===== config.mk =====
export PLATFORM = sky130hd
export DESIGN_NAME = eller_maze_row_generator
export DESIGN_NICKNAME = d
export VERILOG_FILES = /design/src/sv/emr_pkg.sv /design/src/sv/emr_cell.sv /design/src/sv/eller_maze_row_generator.sv
export SDC_FILE = /design/constraint.sdc
export NUM_CORES = 2
export LEC_CHECK = 0
export BUFFER_PORTS_ARGS = -buffer_cell sky130_fd_sc_hd__buf_4
export CAP_MARGIN = 25
export CORE_UTILIZATION = 35
export DETAILED_ROUTE_END_ITERATION = 6
export PLACE_DENSITY = 0.48
export RECOVER_POWER = 50
export SKIP_LAST_GASP = 1
export SYNTH_ARGS = -nofsm -noshare
export SYNTH_HDL_FRONTEND = slang
export SYNTH_SLANG_ARGS = --single-unit

===== constraint.sdc =====
create_clock -name i_clk -period 19.05 [get_ports i_clk]
set_input_delay 2.8575 -clock i_clk [delete_from_list [all_inputs] [get_ports i_clk]]
set_output_delay 2.8575 -clock i_clk [all_outputs]
set_load 0.01 [all_outputs]

===== src/sv/emr_pkg.sv =====
package emr_pkg;

    localparam int MAX_COLUMNS = 16;
    localparam int COL_W       = $clog2(MAX_COLUMNS);
    localparam int CNT_W       = COL_W + 1;
    localparam int PICK_W      = 8;
    localparam int CFG_W       = 5;
    localparam int JOIN_W      = MAX_COLUMNS - 1;

    // row sequencer phases, seen by every cell
    typedef enum logic [2:0] {
        ST_IDLE,
        ST_LOAD,
        ST_JOIN,
        ST_COUNT,
        ST_KCALC,
        ST_PICK,
        ST_DONE
    } t_state;

    // per-row control broadcast from the sequencer to the cells
    typedef struct packed {
        t_state              st;
        logic                init;
        logic                commit;
        logic                in_first;
        logic                in_last;
        logic                last;
        logic [PICK_W-1:0]   pick;
    } t_ctl;

    // shared row bus, driven only by the cell holding the token
    typedef struct packed {
        logic                act;
        logic                car;
        logic [COL_W-1:0]    lab;
        logic [COL_W-1:0]    idx;
        logic                merge;
        logic [COL_W-1:0]    lo;
        logic [COL_W-1:0]    hi;
        logic                opn;
    } t_bus;

endpackage


===== src/sv/emr_cell.sv =====
module emr_cell
    import emr_pkg::*;
(
    input  logic             i_clk,
    input  logic             i_rst_n,
    input  logic [COL_W-1:0] i_col,
    input  logic             i_use,
    input  t_ctl             i_ctl,
    input  logic             i_jbit,
    input  logic             i_obit,
    input  logic             i_tok,
    output logic             o_tok,
    input  logic [COL_W-1:0] i_right_lab,
    output logic [COL_W-1:0] o_lab,
    input  t_bus             i_bus,
    output t_bus             o_bus,
    input  logic             i_hit,
    output logic             o_hit,
    output logic             o_wall,
    output logic             o_open
);

    logic                    r_tok;
    logic [COL_W-1:0]        r_lab, n_lab;
    logic                    r_car, n_car;
    logic [COL_W-1:0]        r_raw, n_raw;
    logic                    r_rcar, n_rcar;
    logic                    r_asg, n_asg;
    logic                    r_jb, n_jb;
    logic                    r_opn, n_opn;
    logic                    r_wall, n_wall;
    logic [CNT_W-1:0]        r_cnt, n_cnt;
    logic                    r_any, n_any;
    logic [CNT_W-1:0]        r_seen, n_seen;
    logic [COL_W-1:0]        r_k, n_k;

    logic                    w_merge;
    logic                    w_lead;
    logic [CNT_W-1:0]        w_nm1;
    logic [PICK_W+COL_W-1:0] w_prod;

    assign w_merge = (r_lab != i_right_lab) && (i_ctl.last || r_jb);
    assign w_lead  = i_bus.act && (i_bus.lab == i_col);
    assign w_nm1   = r_cnt - CNT_W'(1);
    assign w_prod  = {{COL_W{1'b0}}, i_ctl.pick} * {{PICK_W{1'b0}}, w_nm1[COL_W-1:0]};

    assign o_tok  = r_tok;
    assign o_lab  = r_lab;
    assign o_wall = r_wall;
    assign o_open = r_opn;
    assign o_hit  = (i_ctl.st == ST_PICK) && w_lead && !r_any && (r_seen == {1'b0, r_k});

    always_comb begin
        o_bus = '0;
        if (r_tok && i_use) begin
            o_bus.act = 1'b1;
            o_bus.idx = i_col;
            o_bus.opn = r_opn;
            o_bus.lab = r_lab;
            case (i_ctl.st)
                ST_LOAD: begin
                    o_bus.car = r_rcar;
                    o_bus.lab = r_raw;
                end
                ST_JOIN: begin
                    o_bus.merge = w_merge;
                    o_bus.lo    = (r_lab < i_right_lab) ? r_lab : i_right_lab;
                    o_bus.hi    = (r_lab < i_right_lab) ? i_right_lab : r_lab;
                end
                default: ;
            endcase
        end
    end

    always_comb begin
        n_lab  = r_lab;
        n_car  = r_car;
        n_raw  = r_raw;
        n_rcar = r_rcar;
        n_asg  = r_asg;
        n_jb   = r_jb;
        n_opn  = r_opn;
        n_wall = r_wall;
        n_cnt  = r_cnt;
        n_any  = r_any;
        n_seen = r_seen;
        n_k    = r_k;
        if (i_ctl.init) begin
            n_raw  = r_lab;
            n_rcar = !i_ctl.in_first && r_car;
            n_asg  = 1'b0;
            n_jb   = i_jbit;
            n_opn  = !i_ctl.in_last && i_obit;
            n_wall = 1'b1;
            n_cnt  = '0;
            n_any  = 1'b0;
            n_seen = '0;
        end
        case (i_ctl.st)
            ST_LOAD: begin
                // first carried column of a set names it, fresh columns name themselves
                if (i_use && !r_asg &&
                    (r_tok || (r_rcar && i_bus.car && (r_raw == i_bus.lab)))) begin
                    n_lab = i_bus.idx;
                    n_asg = 1'b1;
                end
            end
            ST_JOIN: begin
                if (i_bus.merge && (r_lab == i_bus.hi)) n_lab = i_bus.lo;
                if (r_tok) n_wall = !w_merge;
            end
            ST_COUNT: begin
                if (w_lead) begin
                    n_cnt = r_cnt + CNT_W'(1);
                    n_any = r_any | i_bus.opn;
                end
            end
            ST_KCALC: n_k = w_prod[PICK_W +: COL_W];
            ST_PICK: begin
                if (w_lead) n_seen = r_seen + CNT_W'(1);
                if (r_tok && i_hit) n_opn = 1'b1;
            end
            ST_DONE: begin
                if (i_ctl.commit) begin
                    n_car = i_use && r_opn;
                    n_lab = i_use ? r_lab : i_col;
                end
            end
            default: ;
        endcase
    end

    always_ff @(posedge i_clk) begin
        if (!i_rst_n) begin
            r_tok <= 1'b0;
            r_lab <= i_col;
            r_car <= 1'b0;
        end else begin
            r_tok <= i_tok;
            r_lab <= n_lab;
            r_car <= n_car;
        end
    end

    always_ff @(posedge i_clk) begin
        r_raw  <= n_raw;
        r_rcar <= n_rcar;
        r_asg  <= n_asg;
        r_jb   <= n_jb;
        r_opn  <= n_opn;
        r_wall <= n_wall;
        r_cnt  <= n_cnt;
        r_any  <= n_any;
        r_seen <= n_seen;
        r_k    <= n_k;
    end

endmodule


===== src/sv/eller_maze_row_generator.sv =====
// Eller maze row generator: each transfer on the input stream produces one maze row on the
// output stream, a right-wall mask and a top-wall mask. The row is held in a chain of
// MAX_COLUMNS cells, one per column, each keeping its set label (always the leftmost column
// of its set) and whether the row below continues it. A token walks the chain one cell per
// cycle, once for each phase: label load, boundary joins, set sizing, forced openings. A
// last row skips the sizing and opening sweeps. The input is ready again in the cycle the
// result turns valid; a new row is taken only once the previous one has been written to
// the output register. A result still waiting downstream lets the next row run its sweeps
// and only holds it at the final write to the output register. The width register
// (columns_in_use, clamped to 2..MAX_COLUMNS) is to be written by the user between rows;
// the block does not enforce this. Columns beyond it return zero wall bits and fall back
// to their reset state.
module eller_maze_row_generator
    import emr_pkg::*;
(
    input  logic             i_clk,
    input  logic             i_rst_n,
    // configuration: columns_in_use
    input  logic             i_cfg_valid,
    output logic             o_cfg_ready,
    input  logic [CFG_W-1:0] i_cfg_data,
    // row requests
    input  logic             s_axis_tvalid,
    output logic             s_axis_tready,
    input  logic [39:0]      s_axis_tdata,   // join_bits[14:0], open_bits[30:15], pick_fraction[38:31], zero pad
    input  logic             s_axis_tuser,   // first_row
    input  logic             s_axis_tlast,   // last_row
    // row results
    output logic             m_axis_tvalid,
    input  logic             m_axis_tready,
    output logic [31:0]      m_axis_tdata    // right_walls[14:0], top_walls[30:15], zero pad
);

    localparam int OPEN_LSB = JOIN_W;
    localparam int PICK_LSB = JOIN_W + MAX_COLUMNS;

    // sequencer and configuration
    t_state              r_state, n_state;
    logic [CNT_W-1:0]    r_step, n_step;
    logic [CFG_W-1:0]    r_cols;
    logic [CNT_W-1:0]    r_w;
    logic                r_last;
    logic [PICK_W-1:0]   r_pick;

    // output register
    logic                r_ov;
    logic [JOIN_W-1:0]   r_right;
    logic [MAX_COLUMNS-1:0] r_top;

    logic                w_accept;
    logic                w_start;
    logic                w_commit;
    t_ctl                w_ctl;
    t_bus                w_bus;
    logic                w_hit;
    logic [MAX_COLUMNS-1:0] w_use;
    logic [MAX_COLUMNS-1:0] w_jbits;
    logic [MAX_COLUMNS-1:0] w_tok_in;
    logic [MAX_COLUMNS-1:0] w_tok;
    logic [MAX_COLUMNS-1:0] w_wall;
    logic [MAX_COLUMNS-1:0] w_open;
    logic [MAX_COLUMNS-1:0] w_cell_hit;
    logic [COL_W-1:0]    w_lab   [MAX_COLUMNS];
    logic [COL_W-1:0]    w_rlab  [MAX_COLUMNS];
    t_bus                w_cbus  [MAX_COLUMNS];
    logic [JOIN_W-1:0]   w_right;
    logic [MAX_COLUMNS-1:0] w_top;

    assign o_cfg_ready   = 1'b1;
    assign s_axis_tready = (r_state == ST_IDLE);
    assign w_accept      = s_axis_tvalid && s_axis_tready;
    assign w_commit      = (r_state == ST_DONE) && (!r_ov || m_axis_tready);
    assign m_axis_tvalid = r_ov;
    assign m_axis_tdata  = {1'b0, r_top, r_right};

    // the last column has no right neighbor to join with
    assign w_jbits = {1'b0, s_axis_tdata[JOIN_W-1:0]};

    always_comb begin
        for (int x = 0; x < MAX_COLUMNS; x++) begin
            w_use[x] = (CNT_W'(x) < r_w);
        end
    end

    // phase sequencing: each sweep steps through the used columns from column 0 upward
    always_comb begin
        n_state = r_state;
        case (r_state)
            ST_IDLE:  if (w_accept) n_state = ST_LOAD;
            ST_LOAD:  if (r_step == r_w - CNT_W'(1)) n_state = ST_JOIN;
            ST_JOIN:  if (r_step == r_w - CNT_W'(2)) n_state = r_last ? ST_DONE : ST_COUNT;
            ST_COUNT: if (r_step == r_w - CNT_W'(1)) n_state = ST_KCALC;
            ST_KCALC: n_state = ST_PICK;
            ST_PICK:  if (r_step == r_w - CNT_W'(1)) n_state = ST_DONE;
            ST_DONE:  if (w_commit) n_state = ST_IDLE;
            default:  n_state = ST_IDLE;
        endcase
        n_step  = (n_state == r_state) ? r_step + CNT_W'(1) : '0;
        // a new sweep drops its token into column 0
        w_start = (n_state != r_state) &&
                  ((n_state == ST_LOAD) || (n_state == ST_JOIN) ||
                   (n_state == ST_COUNT) || (n_state == ST_PICK));
    end

    always_comb begin
        w_ctl          = '0;
        w_ctl.st       = r_state;
        w_ctl.init     = w_accept;
        w_ctl.commit   = w_commit;
        w_ctl.in_first = s_axis_tuser;
        w_ctl.in_last  = s_axis_tlast;
        w_ctl.last     = r_last;
        w_ctl.pick     = r_pick;
    end

    // token hand-off: stale tokens are flushed when the phase changes
    always_comb begin
        w_tok_in[0] = w_start;
        for (int x = 1; x < MAX_COLUMNS; x++) begin
            w_tok_in[x] = (n_state == r_state) && w_tok[x-1];
        end
    end

    always_comb begin
        for (int x = 0; x < MAX_COLUMNS - 1; x++) begin
            w_rlab[x] = w_lab[x+1];
        end
        w_rlab[MAX_COLUMNS-1] = '0;
    end

    // only the token cell drives the bus, so an or-merge is enough
    always_comb begin
        w_bus = '0;
        for (int x = 0; x < MAX_COLUMNS; x++) begin
            w_bus = t_bus'(w_bus | w_cbus[x]);
        end
        w_hit = |w_cell_hit;
    end

    for (genvar x = 0; x < MAX_COLUMNS; x++) begin : g_cell
        emr_cell u_cell (
            .i_clk       (i_clk),
            .i_rst_n     (i_rst_n),
            .i_col       (COL_W'(x)),
            .i_use       (w_use[x]),
            .i_ctl       (w_ctl),
            .i_jbit      (w_jbits[x]),
            .i_obit      (s_axis_tdata[OPEN_LSB + x]),
            .i_tok       (w_tok_in[x]),
            .o_tok       (w_tok[x]),
            .i_right_lab (w_rlab[x]),
            .o_lab       (w_lab[x]),
            .i_bus       (w_bus),
            .o_bus       (w_cbus[x]),
            .i_hit       (w_hit),
            .o_hit       (w_cell_hit[x]),
            .o_wall      (w_wall[x]),
            .o_open      (w_open[x])
        );
    end

    // wall masks: the right bit of the last used column and all unused columns read 0
    always_comb begin
        for (int x = 0; x < JOIN_W; x++) begin
            w_right[x] = w_use[x+1] && w_wall[x];
        end
        for (int x = 0; x < MAX_COLUMNS; x++) begin
            w_top[x] = w_use[x] && !w_open[x];
        end
    end

    always_ff @(posedge i_clk) begin
        if (!i_rst_n) begin
            r_state <= ST_IDLE;
            r_step  <= '0;
            r_cols  <= CFG_W'(MAX_COLUMNS);
            r_ov    <= 1'b0;
        end else begin
            r_state <= n_state;
            r_step  <= n_step;
            if (i_cfg_valid && o_cfg_ready) r_cols <= i_cfg_data;
            if (w_commit) r_ov <= 1'b1;
            else if (m_axis_tready) r_ov <= 1'b0;
        end
    end

    always_ff @(posedge i_clk) begin
        if (w_accept) begin
            r_last <= s_axis_tlast;
            r_pick <= s_axis_tdata[PICK_LSB +: PICK_W];
            if (r_cols < CFG_W'(2)) r_w <= CNT_W'(2);
            else if (r_cols > CFG_W'(MAX_COLUMNS)) r_w <= CNT_W'(MAX_COLUMNS);
            else r_w <= CNT_W'(r_cols);
        end
        if (w_commit) begin
            r_right <= w_right;
            r_top   <= w_top;
        end
    end

endmodule


==> impl_metrics.env <==
export IMPL_layout_common_cells="nand2_1, ha_1, inv_1"
export IMPL_worstHoldPathCells=2
export IMPL_muxShareOfSynthArea=0.04005
export IMPL_dieArea_um2=115000
export IMPL_r2r_start="r_state[2]"
export IMPL_crit_path_max_incr_delay_ns=3.63
export IMPL_finalCritPeriodShare=0.5467
export IMPL_clock_latency_ns=0.64
export IMPL_fillers=11470
export IMPL_path_clk_slew_ns=0.06
export IMPL_r2r_end="g_cell[4].u_cell.r_seen[3]"
export IMPL_yosysTopAreaCell="dfxtp_1"
export IMPL_routed_wl_um=131800
export IMPL_critPathRequiredTime_ns=19.61
export IMPL_numPortBuffers=83
export IMPL_tns_ns=0
export IMPL_yosys_area_top_type_share=0.1596
export IMPL_htreeDepth=3
export IMPL_report_final_slew_viol_count=422
export IMPL_vias=32130
export IMPL_cp_max_fo=72
export IMPL_finalSetupViolations=0
export IMPL_synth_seq_cells=521
export IMPL_clk_path_buf_depth=3
export IMPL_clock_sinks=521
export IMPL_cpMaxStageDelayCell="clkinvlp_2"
export IMPL_critPathLaunchType="input pin"
export IMPL_violations="capacitance limit, slew limit"
export IMPL_rows=123
export IMPL_cts_setup_buffers=0
export IMPL_ys_async_sr_fraction=0
export IMPL_ys_warn_count=0
export IMPL_rr_worst_depth=8
export IMPL_viasPerCell=5.350
export IMPL_postCtsHoldBufs=0
export IMPL_yosysSeqAreaShare=0.3136
export IMPL_p_leak_nw=18.70
export IMPL_start_util=0.3535
export IMPL_dp_hpwl_um=94210
export IMPL_synthTopCellsByArea="dfxtp_1, edfxtp_1, ha_1"
export IMPL_synthXorXnorAreaFrac=0.06540
export IMPL_synthFlopType="dfxtp_1"
export IMPL_nNetsFinal=5049
export IMPL_p_total_mw=3.532
export IMPL_first_pass_iters=6
export IMPL_grtUsageTotal=0.2269
export IMPL_min_to="g_cell[2].u_cell.r_any"
export IMPL_synth_compound_area_frac=0.1249
export IMPL_synth_adder_area_share=0.2050
export IMPL_grt_start_max_net_pins=73
export IMPL_die_x_um=339.1
export IMPL_status="complete, but fails checks"
export IMPL_power_density_nw_per_um2=80.20
export IMPL_core_area_um2=112500
export IMPL_end_kind="flop"
export IMPL_path_cells="clkbuf_4, nand2_1, clkinvlp_2, clkbuf_1, nor2_1, o21ai_0, o21ai_0"
export IMPL_antenna_found_initial=3
export IMPL_route_detailed_drc=0
export IMPL_hold_viol=0
export IMPL_critPathArrivalTime_ns=10.98
export IMPL_cts_root_buf="clkbuf_16"
export IMPL_multiInputGateArea_um2=25050
export IMPL_fin_skew_ns=0.03820
export IMPL_syn_to_final_growth_pct=10.74
export IMPL_die_h_um=339.1
export IMPL_cp_common_cell="o21ai_0"
export IMPL_grt_pass1_vias=31180
export IMPL_drive_above_1_share=0.05771
export IMPL_synth_edff_count=204
export IMPL_syn_area_per_cell_um2=8.962
export IMPL_min_period_ns=10.41
export IMPL_r2r_slack_ns=9.16
export IMPL_place_congestion=0.9755
export IMPL_cts_tree="done"
export IMPL_grt_overflow=0
export IMPL_synthSimpleGateAreaFrac=0.1931
export IMPL_tightestPinTransition_ns=4.202
export IMPL_post_cts_resized=0
export IMPL_rsz0062_at_grt="no"
export IMPL_cts_buffers=67
export IMPL_drtIter0Drc=2586
export IMPL_seq_area_um2=12470
export IMPL_synth_area_um2=39770
export IMPL_synth_top_family_by_area="adder cells"
export IMPL_cap_viol_max_count=10
export IMPL_layout_commonest_cell="nand2_1"
export IMPL_peakVddDrop_uv=71.04
export IMPL_worst_hold_path_type="reg -> reg"
export IMPL_min_from="g_cell[2].u_cell.r_any"
export IMPL_yosysUniqueCellTypes=87
export IMPL_synth_nets=5036
export IMPL_critPathKind="in -> reg"
export IMPL_detail_route_antenna_nets=0
export IMPL_max_freq_mhz=96.03
export IMPL_grt_pass1_wl_um=199500
export IMPL_wire_per_inst_um=21.95
export IMPL_netlist_instances=4438
export IMPL_max_slew_margin_rel=-1.802
export IMPL_boundaryPins=87
-- worst max-delay path by stage --
stage / start / end / slack (ns) / cells past startpoint
6_report: s_axis_tvalid / g_cell[4].u_cell.r_seen[3] / 8.64 / 7
5_1_grt: s_axis_tvalid / g_cell[11].u_cell.o_wall / 8.02 / 6
4_1_cts: r_state[0] / g_cell[6].u_cell.o_open / 12.82 / 13
3_5_place_dp: r_state[0] / g_cell[6].u_cell.o_open / 12.85 / 13
3_3_place_gp: r_state[0] / g_cell[11].u_cell.o_open / 12.70 / 13
2_1_floorplan: s_axis_tvalid / g_cell[0].u_cell.r_jb / 12.06 / 4
-- cell families after synthesis --
family | count (synthesis)
flip-flops | 521
adder cells (fa/ha/maj) | 546
buffers and inverters | 584
other | 2
XOR/XNOR | 297
AND/OR/NAND/NOR | 1584
AO/OA/AOI/OAI | 748
multiplexers | 156
-- cell usage after synthesis (10+ instances only) --
library cell / count
nor2_1: 243
a22oi_1: 20
fa_1: 176
buf_2: 24
mux2_2: 21
o21ai_0: 199
o22ai_1: 58
a22o_1: 13
a31oi_1: 30
nor3_1: 105
o2111ai_1: 17
ha_1: 370
nand2b_1: 37
a41o_1: 16
edfxtp_1: 204
and3_1: 34
nor3b_1: 18
nand3_1: 151
o32ai_1: 10
a21boi_0: 12
xor2_1: 146
a221o_1: 20
clkbuf_1: 157
buf_1: 19
mux2i_1: 131
nand4_1: 37
a222oi_1: 11
o2bb2ai_1: 12
and2_1: 99
dfxtp_1: 317
a21o_1: 58
a21oi_1: 135
inv_1: 369
xnor2_1: 151
o31ai_1: 32
nor4_1: 17
nor2b_1: 237
o21a_1: 26
nand2_1: 566
-- routing by layer --
metal | global-route usage | up-vias | share of wire
met2 | 0.3719 | 975 | 0.46
met1 | 0.2976 | 15630 | 0.44
met3 | 0.02877 | 252 | 0.051
met4 | 0.1014 | 2 | 0.049
li1 | - | 15270 | -
met5 | 0 | - | 0.00011
-- sequential cells by signal, summed over array words and instances, names as in the netlist --
signal	cells
g_cell.u_cell.o_lab	64
g_cell.u_cell.o_open	16
g_cell.u_cell.o_tok	16
g_cell.u_cell.o_wall	15
g_cell.u_cell.r_any	16
g_cell.u_cell.r_asg	16
g_cell.u_cell.r_car	16
g_cell.u_cell.r_cnt	64
g_cell.u_cell.r_jb	15
g_cell.u_cell.r_k	64
g_cell.u_cell.r_raw	64
g_cell.u_cell.r_rcar	16
g_cell.u_cell.r_seen	80
m_axis_tvalid	1
r_cols	5
r_last	1
r_pick	8
r_right	15
r_state	3
r_step	5
r_top	16
r_w	5
-- report_power, final --
group          switching, mW  leakage (nW)  internal, mW
Clock                  0.540          1.10         0.788
Combinational          0.539          13.2         0.390
Sequential            0.0486          4.44          1.23
-- metrics by stage --
| step | setup WS [ns] | cells | util | hold slack, ns | area [um^2] |
|---|---|---|---|---|---|
| after floorplan | 12.06 | 4438 | - | 0.4064 | 39770 |
| after global placement | 12.70 | 5879 | 0.3733 | 0.4360 | 41990 |
| after detailed placement | 12.85 | 5881 | 0.3735 | 0.4423 | 42020 |
| after CTS | 12.82 | 6004 | 0.3938 | 0.4547 | 44300 |
| after global routing | 8.019 | 6005 | 0.3915 | 0.4750 | 44040 |
| final | 8.636 | 6006 | 0.3915 | 0.4542 | 44040 |
-- cell type report --
class / count / share of cell area
Multi-Input combinational cell: 3333 / 0.5689
Sequential cell: 521 / 0.2832
Tap cell: 1500 / 0.04261
Clock buffer: 92 / 0.04224
Inverter: 370 / 0.03156
Timing Repair Buffer: 158 / 0.02182
Clock inverter: 31 / 0.009659
Antenna cell: 1 / 0.00005682
-- critical path: cells and delay by family --
family / cells / cell delay, ns
AND/OR/NAND/NOR: 2 / 2.16
AO/OA/AOI/OAI: 2 / 0.22
buffers and inverters: 3 / 5.62
(Power assumes the default switching activity.)
